===== src/rtl/core/ssrc_ram.sv =====
// Generic single-port-write, single-port-read RAM with registered read data.
// No dependencies.
module ssrc_ram #(
   parameter int WIDTH = 16,
   parameter int DEPTH = 16,
   localparam int AW = $clog2(DEPTH)
) (
   input  logic             clock,
   input  logic             wr_en,
   input  logic [AW-1:0]    wr_addr,
   input  logic [WIDTH-1:0] wr_data,
   input  logic             rd_en,
   input  logic [AW-1:0]    rd_addr,
   output logic [WIDTH-1:0] rd_data
);

   logic [WIDTH-1:0] mem_ff [DEPTH];
   logic [WIDTH-1:0] rd_data_ff;

   always_ff @(posedge clock) begin
      if (wr_en) begin
         mem_ff[wr_addr] <= wr_data;
      end
      if (rd_en) begin
         rd_data_ff <= mem_ff[rd_addr];
      end
   end

   assign rd_data = rd_data_ff;

endmodule


===== config.mk =====
export PLATFORM = sky130hd
export DESIGN_NAME = ssrc_ram
export DESIGN_NICKNAME = d
export VERILOG_FILES = /design/src/rtl/core/ssrc_ram.sv
export SDC_FILE = /design/constraint.sdc
export NUM_CORES = 1
export LEC_CHECK = 0
export ABC_AREA = 1
export BUFFER_PORTS_ARGS = -buffer_cell sky130_fd_sc_hd__buf_2
export CORE_ASPECT_RATIO = 0.7
export CORE_MARGIN = 2
export CORE_UTILIZATION = 55
export CTS_BUF_LIST = sky130_fd_sc_hd__clkbuf_4 sky130_fd_sc_hd__clkbuf_8
export DETAILED_ROUTE_END_ITERATION = 8
export MAX_ROUTING_LAYER = met4
export PLACE_DENSITY = 0.72
export SYNTH_ARGS = -nofsm -noshare
export SYNTH_HDL_FRONTEND = slang
export SYNTH_SLANG_ARGS = --single-unit

===== constraint.sdc =====
create_clock -name clock -period 3.16 [get_ports clock]
set_input_delay 0.316 -clock clock [delete_from_list [all_inputs] [get_ports clock]]
set_output_delay 0.316 -clock clock [all_outputs]
set_load 0.01 [all_outputs]

==> out/results.ini <==
[clock_tree]
worstSkewPairLatency_ps = 540
cts_root_buf = clkbuf_8
ctsResizeCount = 0
cts_tree = built
cts_setup_buffers = 0
cts_hold_buf = 0
clock_path_buffers = 3
numCtsBuffers = 40
clk_pin_slew_ps = 70
clock_sinks = 272
h-tree-depth = 2

[die]
placeableCoreArea_um2 = 20600
die_area_um2 = 22200
initial_core_util_pct = 55.9
dieWidth_um = 177
io_pins = 43
die_height_um = 125
row_count = 44

[critical_path]
worst_path_most_repeated_cell = nand2_1
max_stage_delay_ps = 530
worst_r2r_endpoint = rd_data[10]
crit-reg2reg-launch = mem_ff[13][10]
path_cells = buf_4 > clkinv_2 > buf_4 > nand2_1 > nand2_1 > nand2_1 > nand3_1 > nand3_1 > nand2_1
crit_path_start_kind = input pin
endpoint_kind = register
critPathRequiredTime_ps = 3450
reg2reg_slack_ps = 2000
path_max_fanout = 43
worstSetupPathType = input pin to register
critPathArrivalTime_ps = 1910
slowest_stage = clkinv_2
r2r_cells = 6

[yosys]
yosysSeqAreaShare_pct = 70.8
synthDistinctLibCells = 12
synth_mux_area_share_pct = 0
async_reset_ff_share_pct = 0
synth_top_family_by_area = simple AND/OR/NAND/NOR gates
yosysTopAreaCellShare_pct = 70.8
yosysMostFrequentCell = nand2_1
synthSimpleGateAreaFrac_pct = 20.1
syn_nets = 1101
synth_xor_area_share_pct = 0
syn_avg_cell_area_um2 = 10.7
yosysWarnings = 0
synth_ff_type = edfxtp_1
syn-cell-area_um2 = 11500
synth-seq-cells = 272
synthTopCellsByArea = edfxtp_1 (71%), nand2_1 (11%), nand3_1 (8.4%)
yosys.area.top_type = edfxtp_1
synthTopCellsByCount = nand2_1 (341), edfxtp_1 (272), inv_1 (196)
synth_compound_area_share_pct = 0
syn_inst = 1074
synth_edf_count = 272
synth_fa_ha_area_share_pct = 0

[power_and_ir_drop]
p_leak_nw = 5.45
power_density_nw_per_um2 = 564
irDropWorstVdd_v = 0.000385

[routing]
ant_nets = 0
drt-total-wl_mm = 26.6
drc = 0
drt_iter0_markers = 861
drtPass1Iterations = 5
wl_per_cell_um = 18.6
viasPerCell = 5.30
via_count = 7569

[sta]
tightest_slew_ps = 1120
rsz0062_at_grt = no
clock_skew_ps = 20.7
hold_ws_ps = 151
fin_crit_sh_pct = 51.1
hold_violations = 0
tns_ps = 0
setup_viol = 0
fmaxAchievable_mhz = 620
finalMaxSlewViolations = 0
worst_slew_margin_rel_pct = 25.2
fin_crit_ps = 1610

[global_route]
grt_antenna_before_repair = 1
grtUsageTotal_pct = 25.7
grt_max_degree = 129
grt_pass1_wl_mm = 40.9
grt-ovfl-total = 0
grt_pass1_vias = 7001

[cells_and_area]
final_core_util_pct = 61.7
nFillCells = 1662
drive_gt1_share_pct = 11.9
final_area_um2 = 12700
antenna_cells = 0
nets = 1155
area_delta_synth_final_pct = 10.4

[hold_path]
min-delay-start = wr_data[7]
hold_path_depth = 1
hold_path.class = input pin to register
holdPathEnd = mem_ff[13][7]

[run_status]
status = completed

[flow_run]
maxCapViolCount = 0

[placement]
placed_area_um2 = 12000
port_buffers = 42
gp_congestion = 0.831
place_hpwl_mm = 14.9

-- per-layer routing --
metal | wire length (µm) | global-route usage (%) | vias up
li1 | - | - | 3578
met1 | 11900 | 39.1 | 3545
met2 | 11200 | 34.8 | 391
met3 | 2960 | 5.63 | 55
met4 | 587 | 7.44 | 0
met5 | 0 | - | -
-- cell usage in the layout, fill, tap and decap left out --
cell,count
buf_4,19
clkbuf_4,14
inv_1,196
clkinv_1,9
edfxtp_1,272
nand3b_1,2
clkbuf_8,41
buf_12,3
clkinv_2,2
nand3_1,193
buf_2,41
nor2_1,1
inv_2,1
nand2_1,341
nor2_2,16
-- worst max path at each step --
| stage | startpoint | to | slack (ps) | cells after the start |
|---|---|---|---|---|
| finish | rd_addr[0] | rd_data[4] | 1550 | 9 |
| detailed placement | rd_addr[0] | rd_data[9] | 990 | 9 |
| CTS | rd_addr[0] | rd_data[9] | 1560 | 9 |
| global placement | rd_addr[0] | rd_data[13] | 1020 | 9 |
| global route | rd_addr[0] | rd_data[11] | 1430 | 9 |
| floorplan | wr_addr[2] | mem_ff[10][0] | 1540 | 2 |
-- sequential cells by signal (all words and copies together) (netlist names) --
signal,cells
rd_data,16
mem_ff,256
-- through the flow --
stage          power (W)  cells  worst slack (ps)
3_3_place_gp     0.00462   1362              1020
2_1_floorplan    0.00444   1074              1540
6_report         0.00719   1427              1550
5_1_grt          0.00744   1427              1430
4_1_cts          0.00722   1427              1560
3_5_place_dp     0.00463   1362               993
-- kinds of logic after synthesis --
family,count (synthesis)
flip-flops,272
buffers and inverters,249
AND/OR/NAND/NOR,553
-- worst max-delay path, delay by kind of cell --
family,cells,cell delay (ps)
AND/OR/NAND/NOR,6,430
buffers and inverters,3,1140
-- power breakdown --
part / internal [W] / switching (W)
clock network: 0.00135 / 0.00128
logic: 0.000128 / 0.000332
registers: 0.00406 / 0.0000301
-- final cells by class --
class / instances / area (µm²) / area share, %
inverters: 198 / 744 / 5.84
clock inverters: 10 / 38.8 / 0.304
well taps: 276 / 345 / 2.71
multi-input cells: 553 / 2360 / 18.6
repair buffers: 63 / 408 / 3.20
flip-flops and latches: 272 / 8170 / 64.1
clock buffers: 55 / 669 / 5.25
Note: power is estimated with default switching activity, not from simulation.
