File: src/rtl/core/ssrc_pkg.sv
// Shared constants, types and register codes of the sinc sample rate converter.
// No dependencies; the channel interfaces, ssrc_mac and the top level import this package.
package ssrc_pkg;

   localparam int TAPS_DEF      = 16;
   localparam int TABLE_RES_DEF = 256;
   localparam int COEF_FRAC_DEF = 12;

   localparam int SAMPLE_W  = 16;
   localparam int COEF_W    = 16;
   localparam int INDEX_W   = 11;
   localparam int RATE_W    = 24;
   localparam int FRAC_W    = 16;
   localparam int ACC_W     = 25;
   localparam int PROD_W    = 32;
   localparam int PTR_MAX_W = 6;

   localparam int OUT_LIMIT = 64;
   localparam int CNT_W     = $clog2(OUT_LIMIT + 1);

   localparam int CSR_IDX_W  = 2;
   localparam int CSR_DATA_W = 24;

   localparam logic              BYPASS_RST   = 1'b1;
   localparam logic [RATE_W-1:0] IN_RATE_RST  = 24'd223722;
   localparam logic [RATE_W-1:0] OUT_RATE_RST = 24'd44100;
   localparam logic [FRAC_W-1:0] RATIO_RST    = 16'd0;

   localparam logic KIND_SAMPLE = 1'b0;
   localparam logic KIND_COEF   = 1'b1;

   typedef enum logic [CSR_IDX_W-1:0] {
      CSR_BYPASS     = 2'd0,
      CSR_IN_RATE    = 2'd1,
      CSR_OUT_RATE   = 2'd2,
      CSR_RATIO_FRAC = 2'd3
   } csr_idx_type;

   typedef struct packed {
      logic                 start;
      logic [FRAC_W-1:0]    phase;
      logic [PTR_MAX_W-1:0] base;
   } mac_ctl_type;

endpackage

File: src/rtl/core/ssrc_mac.sv
// Tap sequencer and multiply-accumulate pipeline for one interpolated output.
// Depends on ssrc_pkg; reads the coefficient and window RAMs owned by the top level.
module ssrc_mac #(
   parameter int TAPS             = ssrc_pkg::TAPS_DEF,
   parameter int TABLE_RESOLUTION = ssrc_pkg::TABLE_RES_DEF,
   parameter int COEF_FRAC_BITS   = ssrc_pkg::COEF_FRAC_DEF,
   localparam int TAP_W  = $clog2(TAPS),
   localparam int TBL_AW = $clog2(TABLE_RESOLUTION * TAPS / 2)
) (
   input  logic                               clock,
   input  logic                               reset,
   input  ssrc_pkg::mac_ctl_type              ctl,
   input  logic [TAPS-1:0]                    win_vld,
   output logic                               tbl_rd_en,
   output logic [TBL_AW-1:0]                  tbl_rd_addr,
   input  logic [ssrc_pkg::COEF_W-1:0]        tbl_rd_data,
   output logic                               win_rd_en,
   output logic [TAP_W-1:0]                   win_rd_addr,
   input  logic [ssrc_pkg::SAMPLE_W-1:0]      win_rd_data,
   output logic                               done,
   output logic signed [ssrc_pkg::SAMPLE_W-1:0] result
);
   import ssrc_pkg::*;

   localparam int TBL_SIZE = TABLE_RESOLUTION * TAPS / 2;
   localparam int CENTER   = TAPS / 2 - 1;
   localparam int KC_W     = $clog2(TAPS + 1);
   localparam int OFS_W    = $clog2(TAPS / 2 + 1);
   localparam int DIST_W   = OFS_W + FRAC_W;
   localparam int RES_W    = $clog2(TABLE_RESOLUTION + 1);
   localparam int SC_W     = DIST_W + RES_W;
   localparam int MAG_W    = SC_W - FRAC_W;

   logic                 run_ff;
   logic [KC_W-1:0]      k_ff;
   logic [FRAC_W-1:0]    phase_ff;
   logic [TAP_W-1:0]     base_ff;

   logic [TAP_W-1:0]     tap;
   logic                 tail0;
   logic [TAP_W:0]       ofs_full;
   logic [DIST_W-1:0]    span;
   logic [SC_W-1:0]      scaled_in;
   logic [TAP_W:0]       wsum;
   logic [TAP_W-1:0]     waddr_in;

   logic                 v1_ff, tail1_ff;
   logic [SC_W-1:0]      scaled_ff;
   logic [TAP_W-1:0]     waddr_ff;
   logic [MAG_W-1:0]     mag;

   logic                 v2_ff, tail2_ff, wv2_ff;
   logic signed [SAMPLE_W-1:0] win_s;
   logic signed [COEF_W-1:0]   coef_s;
   logic signed [PROD_W-1:0]   prod_in;

   logic                 v3_ff, tail3_ff;
   logic [PROD_W-1:0]    prod_ff;
   logic [PROD_W-1:0]    sum_ff;
   logic                 done_ff;

   assign tap   = k_ff[TAP_W-1:0];
   assign tail0 = (k_ff == KC_W'(TAPS - 1));

   always_comb begin
      if ({1'b0, tap} <= (TAP_W+1)'(CENTER)) begin
         ofs_full = (TAP_W+1)'(CENTER) - {1'b0, tap};
         span     = {ofs_full[OFS_W-1:0], {FRAC_W{1'b0}}} + {{OFS_W{1'b0}}, phase_ff};
      end else begin
         ofs_full = {1'b0, tap} - (TAP_W+1)'(CENTER);
         span     = {ofs_full[OFS_W-1:0], {FRAC_W{1'b0}}} - {{OFS_W{1'b0}}, phase_ff};
      end
      scaled_in = SC_W'(span) * SC_W'(TABLE_RESOLUTION);
      wsum      = {1'b0, base_ff} + {1'b0, tap};
      waddr_in  = (wsum >= (TAP_W+1)'(TAPS)) ? TAP_W'(wsum - (TAP_W+1)'(TAPS))
                                             : wsum[TAP_W-1:0];
   end

   assign mag         = scaled_ff[SC_W-1:FRAC_W];
   assign tbl_rd_en   = v1_ff;
   assign tbl_rd_addr = (mag > MAG_W'(TBL_SIZE - 1)) ? TBL_AW'(TBL_SIZE - 1)
                                                      : mag[TBL_AW-1:0];
   assign win_rd_en   = v1_ff;
   assign win_rd_addr = waddr_ff;

   assign win_s   = wv2_ff ? $signed(win_rd_data) : '0;
   assign coef_s  = $signed(tbl_rd_data);
   assign prod_in = win_s * coef_s;

   always_ff @(posedge clock) begin
      if (reset) begin
         run_ff   <= 1'b0;
         k_ff     <= '0;
         v1_ff    <= 1'b0;
         v2_ff    <= 1'b0;
         v3_ff    <= 1'b0;
         done_ff  <= 1'b0;
      end else begin
         if (ctl.start) begin
            run_ff <= 1'b1;
            k_ff   <= '0;
         end else if (run_ff) begin
            run_ff <= !tail0;
            k_ff   <= k_ff + 1'b1;
         end
         v1_ff   <= run_ff;
         v2_ff   <= v1_ff;
         v3_ff   <= v2_ff;
         done_ff <= v3_ff && tail3_ff;
      end
   end

   always_ff @(posedge clock) begin
      if (ctl.start) begin
         phase_ff <= ctl.phase;
         base_ff  <= ctl.base[TAP_W-1:0];
         sum_ff   <= '0;
      end else if (v3_ff) begin
         sum_ff <= sum_ff + prod_ff;
      end
      tail1_ff  <= tail0;
      scaled_ff <= scaled_in;
      waddr_ff  <= waddr_in;
      tail2_ff  <= tail1_ff;
      wv2_ff    <= win_vld[waddr_ff];
      tail3_ff  <= tail2_ff;
      prod_ff   <= prod_in;
   end

   assign done   = done_ff;
   assign result = $signed(sum_ff[COEF_FRAC_BITS+SAMPLE_W-1:COEF_FRAC_BITS]);

   a_start_idle: assert property (@(posedge clock) disable iff (reset)
      ctl.start |-> !run_ff && !v1_ff && !v2_ff && !v3_ff)
      else $error("tap sequence restarted while busy");
   a_done_after_tail: assert property (@(posedge clock) disable iff (reset)
      done_ff |-> $past(v3_ff) && $past(tail3_ff))
      else $error("done without a final tap");
   a_issue_bound: assert property (@(posedge clock) disable iff (reset)
      run_ff |-> k_ff < KC_W'(TAPS))
      else $error("tap counter beyond tap count");

endmodule

File: config.mk
export PLATFORM = sky130hd
export DESIGN_NAME = ssrc_mac
export DESIGN_NICKNAME = d
export VERILOG_FILES = /design/src/rtl/core/ssrc_pkg.sv /design/src/rtl/core/ssrc_mac.sv
export SDC_FILE = /design/constraint.sdc
export NUM_CORES = 1
export LEC_CHECK = 0
export BUFFER_PORTS_ARGS = -buffer_cell sky130_fd_sc_hd__clkbuf_2
export CAP_MARGIN = 15
export CORE_MARGIN = 3
export CORE_UTILIZATION = 60
export CTS_CLUSTER_SIZE = 24
export DETAILED_ROUTE_END_ITERATION = 16
export GPL_ROUTABILITY_DRIVEN = 0
export PLACE_DENSITY = 0.84
export SYNTH_ARGS = -nofsm -noshare
export SYNTH_HDL_FRONTEND = slang
export SYNTH_SLANG_ARGS = --single-unit
File: constraint.sdc
create_clock -name clock -period 15.8 [get_ports clock]
set_clock_uncertainty 0.2 [all_clocks]
set_input_delay 0.79 -clock clock [delete_from_list [all_inputs] [get_ports clock]]
set_output_delay 0.79 -clock clock [all_outputs]
set_load 0.05 [all_outputs]
==> results of run 1 <==
registers in the layout, indices dropped and copies added, names as in the netlist, 4 cells and up:
signal,cells
prod_ff,28
scaled_ff,12
phase_ff,16
sum_ff,28
win_rd_addr,4
base_ff,4
k_ff,5
layout make-up:
class                      instances  area (um^2)  area share, %
tap                              285          357           2.41
clock inverter                     7         68.8          0.465
clock buffer                       9          225           1.52
antenna                            1         2.50         0.0169
multi-input combinational       1023        10100           68.2
sequential                       106         2320           15.7
inverter                         315         1180           7.99
timing repair buffer             107          543           3.67
stage by stage:
step	worst slack [ns]	instance area, um^2	hold slack (ns)	utilization [%]
CTS	8.12	14800	0.134	65.1
finish	8.02	14800	0.131	65.1
floorplan	9.43	13900	0.110	-
global placement	8.29	14500	0.112	63.8
detailed placement	8.17	14500	0.116	63.8
global route	7.61	14800	0.140	65.1
cell usage in the layout (no fill, tap or decap), types with 5 or more instances in the layout:
master and count:
nor3_1 14, mux2i_1 18, and3_1 118, o21bai_1 6, clkbuf_16 9, a211oi_1 7
clkbuf_2 104, nand2b_1 10, mux4_2 5, xor2_1 16, a21o_1 19, xnor2_1 64
edfxtp_1 20, o21a_1 13, or2_2 11, nand2_1 159, inv_1 313, nor4_1 5
nand3_1 18, dfxtp_1 85, ha_1 110, fa_1 231, a21oi_1 43, nor2_1 57
a31oi_1 5, o21ai_0 32, nor2b_1 8, and2_1 17
cell families after synthesis:
logic type | synth area share [%]
AOI/OAI and AO/OA | 7.04
xor gates and xnor gates | 5.03
adders and majority gates | 43.0
and+or+nand+nor | 15.2
DFF | 16.7
muxes | 2.10
buffers and inverters | 11.0
metal layers:
metal	track usage [%]	share of wire, %	vias up
met5	0	0	-
met4	7.05	2.3	0
met3	4.78	8.4	66
met2	42.7	48	439
met1	33.8	41	5041
li1	-	-	4826
how the worst max path moves through the flow:
stage	start	to
floorplan	win_rd_data[15]	prod_ff[27]
global placement	wv2_ff	prod_ff[26]
detailed placement	wv2_ff	prod_ff[26]
CTS	wv2_ff	prod_ff[26]
global route	wv2_ff	prod_ff[26]
finish	wv2_ff	prod_ff[26]
critical path: stages, from the launching register on:
cell and delay (ns):
dfxtp_2 0.94, buf_4 0.55, and2_1 0.48, nand2_1 0.16, fa_1 0.53, fa_1 0.58
fa_1 0.45, fa_1 0.55, inv_1 0.05, fa_1 0.47, inv_1 0.05, fa_1 0.51
inv_1 0.06, ha_1 0.35, a21oi_1 0.15, o21a_1 0.16, o21ai_0 0.08, a31oi_1 0.29
o22ai_1 0.20, o21ai_0 0.35, o2111ai_1 0.18, a21oi_1 0.20, xnor2_1 0.14
==> flow_summary_export.csv, run 1 <==
group,metric,value,unit
outcome,status,"completed",
synth,netlist_instances,1519,
finish,drive_above_1_share,9.32,%
finish,layout-area-overhead-vs-synth,6.10,%
clock_network,cts_buffers,9,
global_route,grt_pass1_wl,51.0,mm
global_route,antenna_found_initial,1,
route,wl_per_cell,16.6,um
place,hpwl,24.5,mm
synth,synth.yosys.warnings,0,
clock_network,clock_path_buffers,2,
floorplanning,start_util,61.4,%
timing,rsz0062_at_grt,"false",
timing,setup_viol,0,
global_route,grt_usage,25.3,%
setup_path,r2r_start,"wv2_ff",
floorplanning,ios,107,
route,dr.pass1.iters,7,
finish,nNetsFinal,1976,
setup_path,reg2reg_slack,8.02,ns
clock_network,cts_tree,"yes",
setup_path,crit_required,15.88,ns
synth,synth_nets,1933,
global_route,grt_max_degree,69,
synth,yosysSeqAreaShare,16.7,%
setup_path,crit_type,"reg -> reg",
floorplanning,die_area,25100,um^2
route,dr_total_vias,10372,
timing,finalSetupTns,0,ns
synth,synth_top_area_share,33.2,%
clock_network,clock-sinks,106,
timing,fmax,0.129,GHz
setup_path,cp_max_fo,68,
synth,synth_edf_count,20,
timing,hold_viol,0,
synth,async_flop_share,0,%
route,postRouteAntennaNets,0,
worst_hold_path,whs_path_depth,0,
timing,min_period,7.78,ns
setup_path,worst_ep_arrival_time,7.86,ns
timing,worst_pin_slew,0.949,ns
floorplanning,die_w,158,um
route,drt-initial-drc-count,666,
synth,syn_area_per_cell,9.18,um^2
place,place.port_buffers,104,
clock_network,post_cts_buffers,0,
global_route,grt_overflow_total,0,
finish,fillCellCount,1804,
synth,synth_top_cells_by_area,"fa_1 33%, dfxtp_1 12%, ha_1 9.9%",
synth,synthTopCellsByCount,"313 x inv_1, 231 x fa_1, 159 x nand2_1",
finish,layout.cells.non_filler,1853,
global_route,grt_pass1_vias,10713,
clock_network,clkLatencyLatePin,0.35,ns
synth,syn_area,13900,um^2
worst_hold_path,min_from,"tail1_ff",
timing,finalMaxSlewViolations,0,
place,dp_cells,1836,
synth,ys_seq_elements,106,
setup_path,r2r_end,"prod_ff[26]",
timing,max-slew-margin-rel,36.8,%
clock_network,htree_levels,3,
setup_path,endpoint_kind,"flop",
clock_network,root_buffer,"clkbuf_16",
route,drt_wl_total,30.8,mm
synth,synth_flop_cell,"dfxtp_1",
clock_network,path_clk_slew,0.08,ns
floorplanning,num_rows,55,
clock_network,postCtsHoldBufs,0,
job,maxCapViolations,0,
timing,fin_crit_sh,49.2,%
worst_hold_path,holdCritPathClass,"reg -> reg",
synth,synth_top_area_cell,"fa_1",
worst_hold_path,min_to,"tail2_ff",
clock_network,ctsResizeCount,0,
floorplanning,core,22700,um^2
route,viasPerCell,5.60,
setup_path,cp-start-kind,"flop",
floorplanning,die_h,158,um
synth,synth_cell_type_count,56,
setup_path,r2r_cells,22,
route,drcViolationCount,0,
synth,synth.most_common_cell,"inv_1",
Power of run 1 is not shown: default switching activity piles up to over one toggle a cycle in this logic, so the estimate is an artifact.
==> inputs of run 2 (changes only) <==
==> constraint.sdc (replaced) <==
create_clock -name clock -period 7.4 [get_ports clock]
set_clock_uncertainty 0.2 [all_clocks]
set_input_delay 0.37 -clock clock [delete_from_list [all_inputs] [get_ports clock]]
set_output_delay 0.37 -clock clock [all_outputs]
set_load 0.05 [all_outputs]
==> flow_summary_export.csv, run 2 (synthesized netlist as in run 1, its figures left out) <==
group,metric,value,unit
global_route,grt_pass1_wl,53.5,mm
floorplanning,die_area,25100,um^2
timing,hold_ws,0.127,ns
timing,min_period,7.17,ns
clock_network,clock_path_buffers,2,
floorplanning,start_util,61.4,%
global_route,antenna_found_initial,0,
clock_network,ctsResizeCount,0,
outcome,status,"completed",
place,hpwl,25.7,mm
clock_network,path_clk_slew,0.08,ns
finish,layout_common_cells,"313 x inv_1, 231 x fa_1, 159 x nand2_1",
setup_path,reg2reg_slack,0.23,ns
setup_path,crit_required,7.48,ns
place,place.port_buffers,104,
setup_path,crit_slowest_cell,"dfxtp_2",
finish,layout.cells.non_filler,1884,
timing,fin_crit_sh,96.9,%
setup_path,critPathBufInv,3,
finish,nNetsFinal,2007,
clock_network,cts_buffers,9,
clock_network,clkLatencyLatePin,0.36,ns
timing,max-slew-margin-rel,49.8,%
route,drcViolationCount,0,
setup_path,r2r_start,"wv2_ff",
clock_network,clock-sinks,106,
global_route,grt_overflow_total,0,
setup_path,crit_top_cell,"fa_1",
floorplanning,core,22700,um^2
timing,finalMaxSlewViolations,0,
global_route,grt_max_degree,51,
floorplanning,die_h,158,um
setup_path,cp_max_fo,45,
setup_path,r2r_cells,21,
timing,rsz0062_at_grt,"false",
clock_network,cts_tree,"yes",
route,viasPerCell,5.65,
finish,fin_area,15100,um^2
timing,fmax,0.139,GHz
floorplanning,ios,107,
setup_path,cp-start-kind,"flop",
setup_path,crit_family,"adder cells",
clock_network,root_buffer,"clkbuf_16",
route,dr_total_vias,10640,
finish,fillCellCount,1764,
floorplanning,die_w,158,um
setup_path,worst_ep_arrival_time,7.25,ns
timing,finalSetupTns,0,ns
worst_hold_path,min_to,"v3_ff",
clock_network,htree_levels,3,
route,drt-initial-drc-count,763,
setup_path,path_cells,"and2_1, nand2_1, fa_1, fa_1, fa_1, fa_1, inv_1, fa_1, inv_1, fa_1, inv_1, ha_1, a21oi_1, o21a_1, o21ai_0, a31oi_1, o22ai_1, o21ai_0, o2111ai_1, a21oi_1, xnor2_1",
route,dr.pass1.iters,7,
timing,hold_viol,0,
finish,drive_above_1_share,9.82,%
finish,reg_top3,"prod_ff: 28 flops, sum_ff: 28 flops, phase_ff: 16 flops",
timing,worst_pin_slew,0.753,ns
global_route,grt_pass1_vias,11369,
route,drt_wl_total,32.2,mm
timing,setup_viol,0,
clock_network,post_cts_buffers,0,
setup_path,endpoint_kind,"flop",
place,dp_cells,1847,
finish,layout-area-overhead-vs-synth,8.29,%
worst_hold_path,min_from,"reset",
floorplanning,num_rows,55,
route,postRouteAntennaNets,0,
worst_hold_path,whs_path_depth,2,
setup_path,slowest_delay,0.82,ns
worst_hold_path,holdCritPathClass,"in -> reg",
setup_path,r2r_end,"prod_ff[26]",
job,maxCapViolations,0,
route,wl_per_cell,17.1,um
finish,final_common_cell,"inv_1",
place,place_area,14600,um^2
global_route,grt_usage,26.8,%
setup_path,crit_type,"reg -> reg",
-- run 2: worst max-delay path by stage --
stage	start	to	slack, ns	cells past startpoint
after floorplan	wv2_ff	prod_ff[26]	1.15	24
after CTS	wv2_ff	prod_ff[26]	0.41	21
after global placement	wv2_ff	prod_ff[26]	0.61	21
after global routing	wv2_ff	prod_ff[26]	0.0009	21
after detailed placement	wv2_ff	prod_ff[26]	0.43	21
final	wv2_ff	prod_ff[26]	0.23	21
-- run 2: what timing repair did --
item,in CTS,in global routing
endpoints found under the hold margin,20,0
endpoints found under the setup margin,0,0
hold buffers,20,0
-- run 2: layout make-up --
class                           instances  area [um^2]  share of cell area [%]
Antenna cell                            1         2.50                  0.0166
Inverter                              315         1180                    7.83
Clock buffer                            9          225                    1.49
Timing Repair Buffer                  138          826                    5.47
Clock inverter                          7         91.3                   0.605
Tap cell                              285          357                    2.36
Sequential cell                       106         2320                    15.4
Multi-Input combinational cell       1023        10100                    66.8
-- run 2: per-layer routing --
layer  up-vias  share of wire [%]  global-route usage, %
li1       4897                  -                      -
met1      5125                 38                   33.4
met2       512                 49                   45.7
met3       106                9.5                   6.55
met4         0                3.5                   9.87
met5         -                  0                      0
-- run 2: metrics by stage --
stage                     setup WS (ns)  util (%)
after floorplan                    1.15         -
after global placement            0.611      64.2
after detailed placement          0.426      64.2
after CTS                         0.413      66.5
after global routing           0.000870      66.5
final                             0.228      66.5
-- run 2: worst register-to-register path, delay by kind of cell (launching register included) --
family          cells  cell delay, ns
xor+xnor            1            0.14
compound gates      8            1.67
fa+ha+maj           7            3.41
simple gates        2            0.69
buf+inv             3            0.15
flops               1            0.82
Power of run 2 is left out for the same reason.
